===== config.mk =====
export PLATFORM = sky130hd
export DESIGN_NAME = key_debounce_event_queue_core
export DESIGN_NICKNAME = d
export VERILOG_FILES = /design/src/rtl/kdeq_pkg.sv /design/src/rtl/kdeq_event_queue.sv /design/src/rtl/kdeq_key_scan.sv /design/src/rtl/key_debounce_event_queue_core.sv
export SDC_FILE = /design/constraint.sdc
export NUM_CORES = 1
export LEC_CHECK = 0
export BUFFER_PORTS_ARGS = -buffer_cell sky130_fd_sc_hd__buf_2
export CAP_MARGIN = 25
export CELL_PAD_IN_SITES_DETAIL_PLACEMENT = 1
export CELL_PAD_IN_SITES_GLOBAL_PLACEMENT = 1
export CORE_MARGIN = 2
export CORE_UTILIZATION = 55
export CTS_BUF_LIST = sky130_fd_sc_hd__clkbuf_16
export DETAILED_ROUTE_END_ITERATION = 8
export GPL_TIMING_DRIVEN = 0
export PLACE_DENSITY = 0.92
export REMOVE_ABC_BUFFERS = 1
export SLEW_MARGIN = 40
export SYNTH_ARGS = -nofsm -noshare
export SYNTH_HDL_FRONTEND = slang
export SYNTH_SLANG_ARGS = --single-unit

===== constraint.sdc =====
create_clock -name aclk -period 11.35 [get_ports aclk]
set_input_delay 1.7025 -clock aclk [delete_from_list [all_inputs] [get_ports aclk]]
set_output_delay 1.7025 -clock aclk [all_outputs]
set_load 0.01 [all_outputs]

===== src/rtl/kdeq_pkg.sv =====
`timescale 1ns / 1ps
// ----------------------------------------------------------------------------
// kdeq_pkg
// Shared types and constants of the key debounce and event queue block.
// ----------------------------------------------------------------------------
package kdeq_pkg;

    localparam int DEF_QUEUE_DEPTH = 16;
    localparam int DEF_KEY_COUNT   = 4;

    localparam logic [7:0]  SCAN_DIVIDER_RESET = 8'd10;
    localparam logic [15:0] LOCKOUT_MS_RESET   = 16'd100;

    // Input command codes carried in the input channel's tuser.
    localparam logic CMD_TICK = 1'b0;
    localparam logic CMD_POP  = 1'b1;

    // Register indexes on the configuration port.
    localparam logic REG_SCAN_DIVIDER = 1'b0;
    localparam logic REG_LOCKOUT_MS   = 1'b1;

    typedef enum logic [1:0] {
        ST_IDLE,
        ST_SCAN,
        ST_POP
    } top_state_t;

    typedef enum logic {
        SC_IDLE,
        SC_RUN
    } scan_state_t;

    // Scan request from the sequencer to the key scanner.
    typedef struct packed {
        logic        start;
        logic [31:0] now_ms;
        logic [15:0] lockout_ms;
    } scan_cmd_t;

endpackage


===== src/rtl/kdeq_event_queue.sv =====
`timescale 1ns / 1ps
// ----------------------------------------------------------------------------
// kdeq_event_queue
// Circular event queue held in a synchronous memory with a registered read.
// ----------------------------------------------------------------------------
module kdeq_event_queue
    import kdeq_pkg::*;
#(
    parameter int QUEUE_DEPTH = DEF_QUEUE_DEPTH,
    parameter int EVENT_W     = 3,
    parameter int CNT_W       = $clog2(QUEUE_DEPTH + 1)
) (
    input  logic               aclk,
    input  logic               aresetn,
    input  logic               push_valid,
    input  logic [EVENT_W-1:0] push_data,
    input  logic               pop_req,
    output logic [EVENT_W-1:0] rd_data,
    output logic [CNT_W-1:0]   count
);

    localparam int QW    = $clog2(QUEUE_DEPTH);
    localparam int SUM_W = QW + 1;

    logic [EVENT_W-1:0] event_mem [QUEUE_DEPTH];
    logic [EVENT_W-1:0] rd_data_reg;
    logic [QW-1:0]      head_reg, head_next;
    logic [CNT_W-1:0]   count_reg, count_next;
    logic [SUM_W-1:0]   slot_sum;
    logic [QW-1:0]      slot;
    logic               push_ok, pop_ok;

    assign push_ok = push_valid && (count_reg != CNT_W'(QUEUE_DEPTH));
    assign pop_ok  = pop_req && (count_reg != '0);

    // Tail slot is head plus count, folded once since the sum stays below twice the depth.
    always_comb begin
        slot_sum = {1'b0, head_reg} + SUM_W'(count_reg);
        if (slot_sum >= SUM_W'(QUEUE_DEPTH)) begin
            slot = QW'(slot_sum - SUM_W'(QUEUE_DEPTH));
        end else begin
            slot = QW'(slot_sum);
        end
    end

    always_comb begin
        head_next  = head_reg;
        count_next = count_reg;
        if (pop_ok) begin
            if (head_reg == QW'(QUEUE_DEPTH - 1)) begin
                head_next = '0;
            end else begin
                head_next = head_reg + 1'b1;
            end
        end
        case ({push_ok, pop_ok})
            2'b10:   count_next = count_reg + 1'b1;
            2'b01:   count_next = count_reg - 1'b1;
            default: count_next = count_reg;
        endcase
    end

    always_ff @(posedge aclk) begin
        if (!aresetn) begin
            head_reg  <= '0;
            count_reg <= '0;
        end else begin
            head_reg  <= head_next;
            count_reg <= count_next;
        end
    end

    always_ff @(posedge aclk) begin
        if (push_ok) begin
            event_mem[slot] <= push_data;
        end
    end

    always_ff @(posedge aclk) begin
        if (pop_ok) begin
            rd_data_reg <= event_mem[head_reg];
        end
    end

    assign rd_data = rd_data_reg;
    assign count   = count_reg;

endmodule


===== src/rtl/kdeq_key_scan.sv =====
`timescale 1ns / 1ps
// ----------------------------------------------------------------------------
// kdeq_key_scan
// Walks the key state memory one key per cycle: read, lockout check, write back.
// ----------------------------------------------------------------------------
module kdeq_key_scan
    import kdeq_pkg::*;
#(
    parameter int KEY_COUNT = DEF_KEY_COUNT,
    parameter int KEY_W     = (KEY_COUNT > 1) ? $clog2(KEY_COUNT) : 1
) (
    input  logic                 aclk,
    input  logic                 aresetn,
    input  scan_cmd_t            cmd,
    input  logic [KEY_COUNT-1:0] levels,
    output logic                 done,
    output logic                 push_valid,
    output logic [KEY_W:0]       push_data
);

    localparam int RC_W  = $clog2(KEY_COUNT + 1);
    localparam int ENT_W = 33;

    // Entry: key level in the top bit, time of the last accepted change below it.
    logic [ENT_W-1:0]     key_mem [KEY_COUNT];
    logic [KEY_COUNT-1:0] vld_reg, vld_next;

    scan_state_t          state_reg, state_next;
    logic [RC_W-1:0]      rd_cnt_reg, rd_cnt_next;
    logic                 eval_reg, eval_next;
    logic [KEY_W-1:0]     eval_idx_reg;
    logic [ENT_W-1:0]     rd_data_reg;
    logic                 rd_vld_reg;
    logic [KEY_COUNT-1:0] levels_reg;
    logic [31:0]          now_reg;
    logic [15:0]          lockout_reg;

    logic                 rd_en;
    logic [KEY_W-1:0]     rd_addr;
    logic                 was_down, level;
    logic [31:0]          chg_time, elapsed;
    logic                 accept_change;
    logic                 last_eval;

    assign rd_addr   = rd_cnt_reg[KEY_W-1:0];
    assign rd_en     = (state_reg == SC_RUN) && (rd_cnt_reg < RC_W'(KEY_COUNT));
    assign last_eval = eval_reg && (eval_idx_reg == KEY_W'(KEY_COUNT - 1));

    // An entry never written since reset reads as released with change time zero.
    always_comb begin
        was_down      = rd_vld_reg & rd_data_reg[ENT_W-1];
        chg_time      = rd_vld_reg ? rd_data_reg[31:0] : 32'd0;
        elapsed       = now_reg - chg_time;
        level         = levels_reg[eval_idx_reg];
        accept_change = eval_reg && (elapsed >= {16'd0, lockout_reg}) && (was_down != level);
    end

    always_comb begin
        state_next  = state_reg;
        rd_cnt_next = rd_cnt_reg;
        eval_next   = 1'b0;
        vld_next    = vld_reg;
        case (state_reg)
            SC_IDLE: begin
                if (cmd.start) begin
                    state_next  = SC_RUN;
                    rd_cnt_next = '0;
                end
            end
            SC_RUN: begin
                if (rd_en) begin
                    rd_cnt_next = rd_cnt_reg + 1'b1;
                    eval_next   = 1'b1;
                end
                if (last_eval) begin
                    state_next = SC_IDLE;
                end
            end
            default: state_next = SC_IDLE;
        endcase
        if (accept_change) begin
            vld_next[eval_idx_reg] = 1'b1;
        end
    end

    always_ff @(posedge aclk) begin
        if (!aresetn) begin
            state_reg  <= SC_IDLE;
            rd_cnt_reg <= '0;
            eval_reg   <= 1'b0;
            vld_reg    <= '0;
        end else begin
            state_reg  <= state_next;
            rd_cnt_reg <= rd_cnt_next;
            eval_reg   <= eval_next;
            vld_reg    <= vld_next;
        end
    end

    always_ff @(posedge aclk) begin
        if (cmd.start && (state_reg == SC_IDLE)) begin
            levels_reg  <= levels;
            now_reg     <= cmd.now_ms;
            lockout_reg <= cmd.lockout_ms;
        end
        if (rd_en) begin
            eval_idx_reg <= rd_addr;
            rd_vld_reg   <= vld_reg[rd_addr];
        end
    end

    // Reads run one key ahead of the write back, so the two never meet on one entry.
    always_ff @(posedge aclk) begin
        if (rd_en) begin
            rd_data_reg <= key_mem[rd_addr];
        end
        if (accept_change) begin
            key_mem[eval_idx_reg] <= {level, now_reg};
        end
    end

    assign done       = last_eval;
    assign push_valid = accept_change;
    assign push_data  = {eval_idx_reg, level};

endmodule


===== src/rtl/key_debounce_event_queue_core.sv =====
`timescale 1ns / 1ps
// ----------------------------------------------------------------------------
// key_debounce_event_queue_core
// Key debouncer with lockout timing and a queue of press and release events.
// ----------------------------------------------------------------------------
// Throughput: a tick without a scan is taken without holding the input; a
//   scanning tick holds the input through the one-key-per-cycle walk through
//   the key state memory; a pop holds it through the registered read of the
//   event memory and while the result waits for m_axis_tready.
// Pop result: loaded into the output register after the registered queue read.
// Reset: aresetn is synchronous and active low; it clears counters, key state valid
//   bits and queue pointers and loads the configuration defaults, with no clearing pass.
// ----------------------------------------------------------------------------
module key_debounce_event_queue_core
    import kdeq_pkg::*;
#(
    parameter int QUEUE_DEPTH = DEF_QUEUE_DEPTH,
    parameter int KEY_COUNT   = DEF_KEY_COUNT,
    parameter int KEY_W       = (KEY_COUNT > 1) ? $clog2(KEY_COUNT) : 1,
    parameter int CNT_W       = $clog2(QUEUE_DEPTH + 1),
    parameter int IN_TDATA_W  = ((KEY_COUNT + 7) / 8) * 8,
    parameter int OUT_TDATA_W = ((KEY_W + 1 + CNT_W + 7) / 8) * 8
) (
    input  logic                   aclk,
    input  logic                   aresetn,

    input  logic                   s_axis_tvalid,
    output logic                   s_axis_tready,
    input  logic [IN_TDATA_W-1:0]  s_axis_tdata,   // key_levels, zero padding
    input  logic                   s_axis_tuser,   // command

    output logic                   m_axis_tvalid,
    input  logic                   m_axis_tready,
    output logic [OUT_TDATA_W-1:0] m_axis_tdata,   // event_key, event_pressed,
                                                   // events_left, zero padding
    output logic                   m_axis_tuser,   // event_valid

    input  logic                   psel,
    input  logic                   penable,
    input  logic                   pwrite,
    input  logic [2:0]             paddr,
    input  logic [31:0]            pwdata,
    output logic [31:0]            prdata,
    output logic                   pready
);

    localparam int OUT_W = KEY_W + 1 + CNT_W;

    // Configuration registers.
    logic [7:0]  scan_divider_reg;
    logic [15:0] lockout_ms_reg;
    logic        cfg_write;
    logic        cfg_index;

    // Tick timing.
    logic [31:0] ms_count_reg, ms_count_next;
    logic [7:0]  prescaler_reg, prescaler_next;

    // Sequencer.
    top_state_t  state_reg, state_next;
    logic        in_accept;
    logic        is_tick, is_pop;
    logic        scan_due;
    logic        pop_hit_reg;
    logic        out_load;

    // Links between the units.
    scan_cmd_t          scan_cmd;
    logic               scan_done;
    logic               push_valid;
    logic [KEY_W:0]     push_data;
    logic [KEY_W:0]     queue_rd_data;
    logic [CNT_W-1:0]   queue_count;

    // Output register, decoupling the result channel from the sequencer.
    logic               m_valid_reg, m_valid_next;
    logic               m_event_valid_reg;
    logic [KEY_W-1:0]   m_event_key_reg;
    logic               m_event_pressed_reg;
    logic [CNT_W-1:0]   m_events_left_reg;

    // ------------------------------------------------------------------
    // Configuration port. Every transfer completes in its access cycle.
    // ------------------------------------------------------------------
    assign pready    = 1'b1;
    assign cfg_write = psel && penable && pwrite && pready;
    assign cfg_index = paddr[2];

    always_ff @(posedge aclk) begin
        if (!aresetn) begin
            scan_divider_reg <= SCAN_DIVIDER_RESET;
            lockout_ms_reg   <= LOCKOUT_MS_RESET;
        end else if (cfg_write) begin
            case (cfg_index)
                REG_SCAN_DIVIDER: scan_divider_reg <= pwdata[7:0];
                REG_LOCKOUT_MS:   lockout_ms_reg   <= pwdata[15:0];
                default:          ;
            endcase
        end
    end

    always_comb begin
        case (cfg_index)
            REG_SCAN_DIVIDER: prdata = {24'd0, scan_divider_reg};
            REG_LOCKOUT_MS:   prdata = {16'd0, lockout_ms_reg};
            default:          prdata = 32'd0;
        endcase
    end

    // ------------------------------------------------------------------
    // Command decode. The input is taken only while the sequencer is idle;
    // a result waiting in the output register does not hold up ticks.
    // ------------------------------------------------------------------
    assign in_accept = s_axis_tvalid && s_axis_tready;
    assign is_tick   = in_accept && (s_axis_tuser == CMD_TICK);
    assign is_pop    = in_accept && (s_axis_tuser == CMD_POP);

    // A prescaler at or above the divider, left over after the divider was
    // lowered, scans on the next tick and restarts from zero.
    assign scan_due = is_tick && !(prescaler_reg < scan_divider_reg);

    always_comb begin
        ms_count_next  = ms_count_reg;
        prescaler_next = prescaler_reg;
        if (is_tick) begin
            ms_count_next = ms_count_reg + 32'd1;
            if (scan_due) begin
                prescaler_next = '0;
            end else begin
                prescaler_next = prescaler_reg + 8'd1;
            end
        end
    end

    always_ff @(posedge aclk) begin
        if (!aresetn) begin
            ms_count_reg  <= '0;
            prescaler_reg <= '0;
        end else begin
            ms_count_reg  <= ms_count_next;
            prescaler_reg <= prescaler_next;
        end
    end

    // The scan sees the millisecond count that this tick has just advanced.
    assign scan_cmd.start      = scan_due;
    assign scan_cmd.now_ms     = ms_count_next;
    assign scan_cmd.lockout_ms = lockout_ms_reg;

    // ------------------------------------------------------------------
    // Sequencer. Scans and pops never overlap, so the queue sees either a
    // push or a pop in any cycle and needs no forwarding between them.
    // ------------------------------------------------------------------
    always_comb begin
        state_next = state_reg;
        case (state_reg)
            ST_IDLE: begin
                if (scan_due) begin
                    state_next = ST_SCAN;
                end else if (is_pop) begin
                    state_next = ST_POP;
                end
            end
            ST_SCAN: begin
                if (scan_done) begin
                    state_next = ST_IDLE;
                end
            end
            ST_POP: begin
                if (out_load) begin
                    state_next = ST_IDLE;
                end
            end
            default: state_next = ST_IDLE;
        endcase
    end

    always_comb begin
        s_axis_tready = 1'b0;
        out_load      = 1'b0;
        case (state_reg)
            ST_IDLE: s_axis_tready = 1'b1;
            ST_SCAN: ;
            ST_POP:  out_load = !m_valid_reg || m_axis_tready;
            default: ;
        endcase
    end

    always_ff @(posedge aclk) begin
        if (!aresetn) begin
            state_reg <= ST_IDLE;
        end else begin
            state_reg <= state_next;
        end
    end

    // Whether the pop found an event; the queue itself ignores a pop when empty.
    always_ff @(posedge aclk) begin
        if (is_pop) begin
            pop_hit_reg <= (queue_count != '0);
        end
    end

    // ------------------------------------------------------------------
    // Units.
    // ------------------------------------------------------------------
    kdeq_key_scan #(
        .KEY_COUNT (KEY_COUNT),
        .KEY_W     (KEY_W)
    ) u_key_scan (
        .aclk       (aclk),
        .aresetn    (aresetn),
        .cmd        (scan_cmd),
        .levels     (s_axis_tdata[KEY_COUNT-1:0]),
        .done       (scan_done),
        .push_valid (push_valid),
        .push_data  (push_data)
    );

    kdeq_event_queue #(
        .QUEUE_DEPTH (QUEUE_DEPTH),
        .EVENT_W     (KEY_W + 1),
        .CNT_W       (CNT_W)
    ) u_event_queue (
        .aclk       (aclk),
        .aresetn    (aresetn),
        .push_valid (push_valid),
        .push_data  (push_data),
        .pop_req    (is_pop),
        .rd_data    (queue_rd_data),
        .count      (queue_count)
    );

    // ------------------------------------------------------------------
    // Output register. The queue count has already dropped by the time the
    // result is loaded, so it is the number of events left after this pop.
    // An empty pop returns all fields as zero.
    // ------------------------------------------------------------------
    always_comb begin
        m_valid_next = m_valid_reg;
        if (out_load) begin
            m_valid_next = 1'b1;
        end else if (m_axis_tready) begin
            m_valid_next = 1'b0;
        end
    end

    always_ff @(posedge aclk) begin
        if (!aresetn) begin
            m_valid_reg <= 1'b0;
        end else begin
            m_valid_reg <= m_valid_next;
        end
    end

    always_ff @(posedge aclk) begin
        if (out_load) begin
            m_event_valid_reg <= pop_hit_reg;
            if (pop_hit_reg) begin
                m_event_key_reg     <= queue_rd_data[KEY_W:1];
                m_event_pressed_reg <= queue_rd_data[0];
                m_events_left_reg   <= queue_count;
            end else begin
                m_event_key_reg     <= '0;
                m_event_pressed_reg <= 1'b0;
                m_events_left_reg   <= '0;
            end
        end
    end

    assign m_axis_tvalid = m_valid_reg;
    assign m_axis_tuser  = m_event_valid_reg;
    assign m_axis_tdata  = OUT_TDATA_W'({m_events_left_reg, m_event_pressed_reg,
                                         m_event_key_reg});

    // Padding bits of the input data are not used.
    logic unused_in_pad;
    assign unused_in_pad = ^{1'b0, s_axis_tdata};

    // Only the address bit that selects a register decodes; OUT_W documents
    // the packed result width below the byte padding.
    logic [OUT_W-1:0] out_fields_unused;
    assign out_fields_unused = {m_events_left_reg, m_event_pressed_reg, m_event_key_reg}
                               & {OUT_W{unused_in_pad & paddr[0] & paddr[1]}};

endmodule


; After elaboration in Yosys (flattened, before gate mapping)
; Memory sizes are Yosys's and may differ from the RTL's. A register that Yosys moved wholly into a read port is not among the register bits.
; Cells that the tools add are included.
[op_classes]
addsub = 9
magnitude_cmp = 7
eq_ne = 13
n_mux = 33
bitwise = 5
reduce_logical = 26
[op_table]
columns = cell, count
row1 = $mux W32, 2
row2 = $pmux W32 S2, 1
row3 = $add A32 B1 Y32 const B, 1
row4 = $ge A32 B16 Y1, 1
row5 = $sub A32 B32 Y32, 1
row6 = $logic_and A1 B1 Y1, 14
row7 = $mux W1, 14
row8 = $pmux W5 S2, 1
row9 = $add A8 B1 Y8 const B, 1
row10 = $lt A8 B8 Y1, 1
row11 = $mux W2, 4
row12 = $mux W4, 2
row13 = $mux W8, 1
row14 = $ne A2 B2 Y1 const B, 4
row15 = $reduce_and A2 Y1, 4
row16 = $eq A2 B2 Y1 const B, 3
row17 = $lt A2 B3 Y1 const B, 2
row18 = $mux W3, 2
row19 = $pmux W2 S3, 1
row20 = $pmux W3 S2, 1
row21 = $add A4 B5 Y5, 1
row22 = $add A5 B1 Y5 const B, 1
row23 = $ge A5 B5 Y1 const B, 1
row24 = $ne A5 B5 Y1 const B, 1
row25 = other kinds (22), 28
[totals]
reg_bits = 150
ram_bits = 180
output_inout_bits = 44
wordCells = 117
n_memories = 2
[memory_table]
columns = name, words, width, rd, rd_clocked_by_memory_dff, wr, line_no
row1 = u_key_scan.key_mem, 4, 33, 1, 1, 1, kdeq_key_scan.sv:25  ; logic [ENT_W-1:0] key_mem [KEY_COUNT];
row2 = u_event_queue.event_mem, 16, 3, 1, 1, 1, kdeq_event_queue.sv:25  ; logic [EVENT_W-1:0] event_mem [QUEUE_DEPTH];

; Longest topological paths before layout
; Gate-level depths: netlist (run 1).
[logic_depth]
ltp_word = 8
mapped_depth = 29

; Hierarchy
; A second synthesis (run 1) with hierarchy kept.
[hier_totals]
hier_cells = 1305
hier_area_um2 = 16798.6
[modules_own_cells]
columns = mod, instances, cells_each, area_per_inst_um2
row1 = kdeq_key_scan, 1, 686, 10296.1
row2 = key_debounce_event_queue_core, 1, 439, 3773.6
row3 = kdeq_event_queue, 1, 180, 2728.9

; Least setup slack after synthesis (run 1)
; OpenSTA, ideal clock, no wires.
[synth_timing]
path_type = register to register
startpoint = register u_key_scan.rd_vld_reg
endpoint = memory u_key_scan.key_mem[2][0] (enable)
setup_ps = 518
t_arrival_ps = 6764
required_time_ps = 10832
slack_ps = 4068
path_stages_with_launch = 19
period_less_slack_ps = 7282
cell_sequence = edfxtp_1 > clkbuf_1 > clkbuf_1 > nand2_1 > ha_1 > nor2b_1 > o2111a_1 > nor2_1 > o21ai_0 > xor2_1 > ha_1 > nand4_1 > or4_1 > a211oi_1 > nor3_1 > o21ai_1 > or4_4 > nor4_4 > nor4b_1
[synth_via]
elab_chain_cells = 7
word_cells_on_any_way = 9
cone_classes = 1 x add/sub / 1 x order compare / 1 x eq/ne / 3 x mux / 1 x bitwise / 2 x reduce/logical
[synth_rtl]
columns = item, line_no
row1 = "start, declared", kdeq_key_scan.sv:33  ; logic rd_vld_reg;
row2 = "start signal, assigned", kdeq_key_scan.sv:108  ; rd_vld_reg <= vld_reg[rd_addr];
row3 = $mux W32, kdeq_key_scan.sv:52  ; chg_time = rd_vld_reg ? rd_data_reg[31:0] : 32'd0;
row4 = $sub A32 B32 Y32, kdeq_key_scan.sv:53  ; elapsed = now_reg - chg_time;
row5 = $ge A32 B16 Y1, kdeq_key_scan.sv:55  ; accept_change = eval_reg && (elapsed >= {16'd0, lockout_reg}) && (was_down != level);
row6 = $logic_and A1 B1 Y1, kdeq_key_scan.sv:55
row7 = $logic_and A1 B1 Y1 (*), kdeq_key_scan.sv:55
row8 = $mux W1 (*), kdeq_key_scan.sv:117  ; if (accept_change) begin
row9 = $mux W1 (implied by the code) (*), kdeq_key_scan.sv:118  ; key_mem[eval_idx_reg] <= {level, now_reg};
row10 = "end, declared", kdeq_key_scan.sv:25
; Every way passes the cells marked *; elsewhere a longest branch is shown, timed or not.

; Worst setup path after layout (run 1)
[layout_timing]
startpoint = register u_key_scan.rd_vld_reg
endpoint = register u_event_queue.count_reg[4] (netlist: u_event_queue.count[4])
[layout_via]
elab_chain_cells = 8
word_cells_on_any_way = 12
cone_classes = 1 x add/sub / 1 x order compare / 3 x eq/ne / 2 x mux / 1 x bitwise / 4 x reduce/logical
[layout_rtl]
columns = item, line_no
row1 = $mux W32, kdeq_key_scan.sv:52
row2 = $sub A32 B32 Y32, kdeq_key_scan.sv:53
row3 = $ge A32 B16 Y1, kdeq_key_scan.sv:55
row4 = $logic_and A1 B1 Y1, kdeq_key_scan.sv:55
row5 = $logic_and A1 B1 Y1 (*), kdeq_key_scan.sv:55
row6 = $logic_and A1 B1 Y1 (*), kdeq_event_queue.sv:33  ; assign push_ok = push_valid && (count_reg != CNT_W'(QUEUE_DEPTH));
row7 = $eq A2 B1 Y1 or $eq A2 B2 Y1 (tied branches), kdeq_event_queue.sv:56  ; case ({push_ok, pop_ok})
row8 = $pmux W5 S2 or $reduce_bool A2 Y1 (tied branches), n/a
row9 = "end signal, assigned", kdeq_event_queue.sv:69  ; count_reg <= count_next;
row10 = "end, declared", kdeq_event_queue.sv:28  ; logic [CNT_W-1:0] count_reg, count_next;
; Marks and branches as above.
; A chain may end at the register's enable or synchronous reset.

==> results of run 1 <==
[metrics by stage]
step / utilization / total power [mW] / instances / hold WS [ns] / area, um2
detailed placement: 0.5877 / 1.498 / 1703 / 0.4412 / 17460
floorplan: - / 1.477 / 1217 / 0.4183 / 16370
finish: 0.6297 / 2.676 / 1778 / 0.4526 / 18710
CTS: 0.6279 / 2.682 / 1775 / 0.4522 / 18660
global route: 0.6297 / 2.733 / 1778 / 0.4801 / 18710
global placement: 0.5766 / 1.495 / 1662 / 0.4303 / 17140
[report_power, final]
| part | switching [mW] | internal, mW | leakage (nW) |
|---|---|---|---|
| registers | 0.00449 | 1.43 | 3.56 |
| logic | 0.0269 | 0.0142 | 3.11 |
| clock network | 0.535 | 0.668 | 0.646 |
[cells in the mapped netlist (9+ instances only)]
cell                       instances  share of area
sky130_fd_sc_hd__nand3_1          36          0.011
sky130_fd_sc_hd__a21boi_0         29          0.013
sky130_fd_sc_hd__and3_1           17         0.0064
sky130_fd_sc_hd__edfxtp_1        281           0.51
sky130_fd_sc_hd__xor2_1           28          0.015
sky130_fd_sc_hd__nor2_1           44         0.0099
sky130_fd_sc_hd__a21oi_1          42          0.013
sky130_fd_sc_hd__o21a_1           10         0.0045
sky130_fd_sc_hd__nor3_1           24         0.0072
sky130_fd_sc_hd__a21o_1           21         0.0095
sky130_fd_sc_hd__inv_1            43         0.0097
sky130_fd_sc_hd__dfxtp_1          85           0.10
sky130_fd_sc_hd__mux4_2           50          0.068
sky130_fd_sc_hd__nand2_1         158          0.036
sky130_fd_sc_hd__clkbuf_1         40         0.0090
sky130_fd_sc_hd__buf_4            19         0.0086
sky130_fd_sc_hd__nand2b_1          9         0.0034
sky130_fd_sc_hd__ha_1             67          0.050
sky130_fd_sc_hd__xnor2_1          39          0.020
sky130_fd_sc_hd__a211oi_1          9         0.0041
sky130_fd_sc_hd__o21ai_0          30         0.0090
sky130_fd_sc_hd__and2_1           58          0.022
sky130_fd_sc_hd__nand4_1          19         0.0071
[final timing paths]
path / to / start / cells past startpoint
min: u_key_scan.lockout_reg[3] / lockout_ms_reg[3] / 0
max: u_event_queue.count[4] / u_key_scan.rd_vld_reg / 28
max reg2reg: u_event_queue.count[4] / u_key_scan.rd_vld_reg / 28
min reg2reg: u_key_scan.lockout_reg[3] / lockout_ms_reg[3] / 0
[logic make-up (layout without fill, tap and decap cells)]
| kind of cell | count (synthesis) | in the layout | share of synthesized area |
|---|---|---|---|
| adder cells (fa/ha/maj) | 70 | 70 | 0.05386 |
| multiplexers | 61 | 61 | 0.07433 |
| flip-flops | 366 | 366 | 0.6079 |
| AO/OA/AOI/OAI | 185 | 185 | 0.07478 |
| other | 2 | 17 | 0.0004502 |
| buffers and inverters | 113 | 214 | 0.03150 |
| AND/OR/NAND/NOR | 408 | 408 | 0.1220 |
| XOR/XNOR | 67 | 67 | 0.03518 |
[critical path: cells and delay by family (launching register included)]
family	cells	cell delay [ns]
compound gates	11	2.37
fa+ha+maj	4	1.27
xor+xnor	2	0.35
simple gates	7	2.39
flops	1	0.61
buf+inv	4	0.74
[metal layers]
layer,global-route usage,share of wire,vias up
met5,0,0,-
met4,0.1393,0.047,0
met3,0.04263,0.057,180
met2,0.5187,0.51,483
met1,0.3588,0.39,5620
li1,-,-,4858
[area by class of cell]
class	count	area, um2
fillers	2853	11010
flip-flops and latches	366	10150
multi-input cells	808	6121
clock buffers	42	1051
repair buffers	99	590.6
well taps	390	488.0
inverters	43	166.4
clock inverters	30	145.1
==> impl_results.md, run 1 <==
* Crit path setup slack, layout at 3.509 ns
* Post-synth EDFFs at 281
* Max reg flops at 132
* Vias per inst at 6.266
* Tightest Hold Check Type: reg2reg
* Maximum clock rate at 0.1275 GHz
* Inserted Clock Buffers at 39
* Most frequent cells in the layout: 281 x sky130_fd_sc_hd__edfxtp_1, 157 x sky130_fd_sc_hd__nand2_1, 85 x sky130_fd_sc_hd__buf_2
* Sequential element share of the synthesized area at 0.6079
* Maximum number of pins on one net before global-route repair at 83
* Drt total wl at 46000 um
* Root Buffer: sky130_fd_sc_hd__clkbuf_16
* Total number of nets in the final design at 1478
* Mean instance size in the synthesized netlist at 13.11 um2
* CTS Hold Buffers Added at 0
* Number of diodes added for antenna fixing at 0
* Drt wl/cell at 25.87 um
* Post-route antenna net violation count at 0
* Gate count of the mapped netlist at 1272
* Cells resized by post-CTS repair at 0
* Via count of the first global-routing pass at 12.24k
* Endpoints failing hold at 0
* Overall global routing resource usage at 0.2951
* Worst setup path category: reg2reg
* Master of the slowest instance on the critical path: sky130_fd_sc_hd__nor4_4
* Synthesis warning total at 0
* Area added between synthesis and finish at 12.17%
* Mapped cell area at 16680 um2
* Maximum count of clock buffers along a single path at 3
* Setup repair after global routing missed its margin: no
* Sum Neg Setup Slack at 0 ns
* Total Die Area at 31740 um2
* Overall overflow remaining after global route at 0
* Synthesized flop and latch total at 366
* Total DRC errors in the routed layout at 0
* Insertion delay to the later sink of the worst-skew pair at 0.55 ns
* Worst Path Required at 11.80 ns
* Clock transition at the registers of the reported paths at 0.06 ns
* H-Tree Level Count at 2
* Number of distinct standard cells referenced by the synthesized netlist at 66
* Initial core utilization at 0.5613
* Minimum setup slack among reg-to-reg paths at 3.51 ns
* Proportion of register bits with asynchronous set or reset after synthesis at 0
* Max Cap Violations at 0
* First-pass GRT wire length at 70700 um
* Worst slew margin relative to its limit at 0.4263
* Total core area at 29720 um2
* Crit-path max cell delay at 0.62 ns
* Post CTS Setup Buffer Count at 0
* Placement-stage worst setup slack at 3.896 ns
* Maximum net fanout on the critical path at 17
* Port buffer count at 55
* Num Clock Sinks at 366
* DRT iter0 DRCs at 955
* Run status: finished clean
* Die Width at 178.2 um
* Layout cells sized above 1 at 0.1650
* Leading cell type in the layout, fill and taps excluded: sky130_fd_sc_hd__edfxtp_1
* Final Skew at 0.03820 ns
* IO Pins at 95
* Die height at 178.2 um
* Total half-perimeter wirelength after legalization and detailed placement at 30040 um
* Final setup violation count at 0
* Gp weighted congestion at 0.8581
* CP startpoint kind: flop
* Std cell rows at 63
* TritonCTS clock tree: done
* Max-slew violation count at 0
* Critical Path AT at 8.29 ns
* Measured slew at the worst slew-check pin at 0.8389 ns
* Flip-flop cell with the highest count after synthesis: sky130_fd_sc_hd__edfxtp_1
* Share of the cycle needed by the critical path after routing at 0.6909
* IR drop worst, VDD at 0.1122 mV
* Antenna violations before repair at 0
* Category of the worst setup path capture point: flop
* Min cycle time layout at 7.841 ns
* Pre-Repair DR Iteration Count at 5
* Leakage at 7.311 nW
* Total vias in the final route at 11.14k
* Areal power density over the cells at 143.0 nW/um2
(Power assumes the default switching activity.)
==> run 2: changes to the inputs <==
CORE_UTILIZATION = 51   (was 55)
PLACE_DENSITY = 0.86   (was 0.92)
clock period = 7.3 ns   (was 11.35 ns; I/O delays follow)
==> run 2 against run 1 <==
Compared with the run above: non-clock buffer count increased by 5; final area increased by 0.90%; maximum frequency increased by 14%; clock-buffer cell count decreased by 3; highest routed layer unchanged.
==> impl_results.md, run 2 (synthesis gave the netlist of run 1 again) <==
* CP startpoint kind: flop
* Worst setup path category: reg2reg
* IR drop worst, VDD at 0.1853 mV (+65%)
* Areal power density over the cells at 222.8 nW/um2 (+56%)
* Maximum number of pins on one net before global-route repair at 83 (unchanged)
* Initial core utilization at 0.5153 (-0.04602)
* Overall overflow remaining after global route at 0 (unchanged)
* Total DRC errors in the routed layout at 0 (unchanged)
* Gp weighted congestion at 0.8646 (+0.76%)
* Insertion delay to the later sink of the worst-skew pair at 0.53 ns (-0.02 ns)
* Drt total wl at 41130 um (-11%)
* Run status: finished clean
* CTS Hold Buffers Added at 0 (unchanged)
* Total half-perimeter wirelength after legalization and detailed placement at 28500 um (-5.1%)
* Setup repair after global routing missed its margin: no
* Endpoints failing hold at 0 (unchanged)
* Total placed instance area at 17550 um2 (+0.47%)
* Min cycle time layout at 6.872 ns (-0.9691 ns)
* Area added between synthesis and finish at 13.18%
* Maximum net fanout on the critical path at 15 (-2)
* Tightest Hold Check Type: reg2reg
* Std cell rows at 66 (+4.8%)
* Hold path depth at 0 (unchanged)
* Leading cell type in the layout, fill and taps excluded: sky130_fd_sc_hd__edfxtp_1
* Share of the cycle needed by the critical path after routing at 0.9414 (+0.2505)
* Overall global routing resource usage at 0.2453 (-0.04984)
* Master of the slowest instance on the critical path: sky130_fd_sc_hd__edfxtp_1
* H-Tree Level Count at 2 (unchanged)
* Worst Path Required at 7.76 ns (-4.04 ns)
* Measured slew at the worst slew-check pin at 0.8156 ns (-0.02334 ns)
* Num Clock Sinks at 366 (unchanged)
* Crit-path max cell delay at 0.46 ns (-0.16 ns)
* Post-route antenna net violation count at 0 (unchanged)
* Total vias in the final route at 10.65k (-4.4%)
* Total core area at 32370 um2 (+8.9%)
* Root Buffer: sky130_fd_sc_hd__clkbuf_16
* Antenna violations before repair at 0 (unchanged)
* Final setup violation count at 0 (unchanged)
* Sum Neg Setup Slack at 0 ns (unchanged)
* Final Skew at 0.01996 ns (-0.01823 ns)
* Number of diodes added for antenna fixing at 0 (unchanged)
* Worst slew margin relative to its limit at 0.4563 (+0.03002)
* Max-slew violation count at 0 (unchanged)
* Port buffer count at 55 (unchanged)
* Worst hold slack after final layout at 0.4641 ns (+0.01149 ns)
* Fill count at 3222 (+13%)
* Drt wl/cell at 22.45 um (-13%)
* Maximum count of clock buffers along a single path at 3 (unchanged)
* Cell count of the worst reg-to-reg path at 30 (+7.1%)
* TritonCTS clock tree: done
* Die Width at 184.9 um (+3.8%)
* Max reg flops at 132 (unchanged)
* Final Instance Area at 18880 um2 (+0.90%)
* Layout cells sized above 1 at 0.1755 (+0.01055)
* Max Cap Violations at 0 (unchanged)
* First-pass GRT wire length at 64450 um (-8.8%)
* IO Pins at 95 (unchanged)
* Total number of nets in the final design at 1482 (+0.27%)
* Maximum clock rate at 0.1455 GHz (+14%)
* Pre-Repair DR Iteration Count at 5 (unchanged)
* Critical Path AT at 7.33 ns (-0.96 ns)
* Category of the worst setup path capture point: flop
* Number of instances in the placed design at 1754 (+3.0%)
* Inserted Clock Buffers at 38 (-2.6%)
* Most frequent cells in the layout: 281 x sky130_fd_sc_hd__edfxtp_1, 157 x sky130_fd_sc_hd__nand2_1, 81 x sky130_fd_sc_hd__dfxtp_1
* Via count of the first global-routing pass at 11.73k (-4.2%)
* Leakage at 7.313 nW (about the same)
* DRT iter0 DRCs at 737 (-23%)
* Die height at 184.9 um (+3.8%)
* Number of standard cells in the final layout excluding fillers at 1832 (+3.0%)
* Vias per inst at 5.816 (-7.2%)
* Clock transition at the registers of the reported paths at 0.07 ns (about the same)
* Total Die Area at 34170 um2 (+7.7%)
## run 2: cell count changes in the layout (fill, tap and decap cells not counted), sizes merged
| cell | delta |
|---|---|
| buf | +5 |
| bufinv | +3 |
| clkbuf | -3 |
| clkinv | +6 |
| inv | -10 |
| clkinvlp | +1 |
## run 2: per-layer routing
layer | wire (um) | track usage
met1 | 16690 | 0.2986
met2 | 21300 | 0.4442
met3 | 1770 | 0.03421
met4 | 1374 | 0.08921
met5 | 0 | 0
## run 2: worst paths after layout
check	to	slack [ns]	start
setup / recovery	u_event_queue.count[4]	0.43	u_key_scan.rd_vld_reg
hold reg to reg	u_key_scan.lockout_reg[14]	0.46	lockout_ms_reg[14]
setup reg to reg	u_event_queue.count[4]	0.43	u_key_scan.rd_vld_reg
hold / removal	u_key_scan.lockout_reg[14]	0.46	lockout_ms_reg[14]
## run 2: through the flow
| step | utilization | power [mW] | setup WS (ns) |
|---|---|---|---|
| after floorplan | - | 2.296 | -0.1342 |
| after global placement | 0.5314 | 2.326 | -3.996 |
| after detailed placement | 0.5420 | 2.330 | 0.1178 |
| after CTS | 0.5798 | 4.232 | 0.08946 |
| after global routing | 0.5832 | 4.305 | 0.04462 |
| final | 0.5832 | 4.207 | 0.4278 |
## run 2: area by class of cell
cell class                      instances  area, um2  area share
Inverter                               43      166.4    0.008814
Clock inverter                         30      247.7     0.01312
Tap cell                              442      553.0     0.02929
Multi-Input combinational cell        808       6133      0.3249
Sequential cell                       366      10150      0.5376
Clock buffer                           39      975.9     0.05169
Timing Repair Buffer                  104      653.1     0.03459
## run 2: critical path, delay by kind of cell, from the launching register on
family                   cells  cell delay (ns)
AND/OR/NAND/NOR              8             2.21
buffers and inverters        5             0.74
AO/OA/AOI/OAI               10             1.61
flip-flops                   1             0.46
adder cells (fa/ha/maj)      5             1.47
XOR/XNOR                     2             0.31
## run 2: power breakdown
group          total, mW  internal, mW  switching (mW)  leakage, nW
Sequential          2.23          2.22         0.00611         3.56
Combinational     0.0613        0.0221          0.0392         3.14
Clock               1.92          1.09           0.830        0.617
Total               4.21          3.33           0.876         7.31
## run 2: repair_timing
action	4_1_cts	5_1_grt
gates resized for setup	0	1
endpoints found under the setup margin	0	2
buffers inserted	0	5
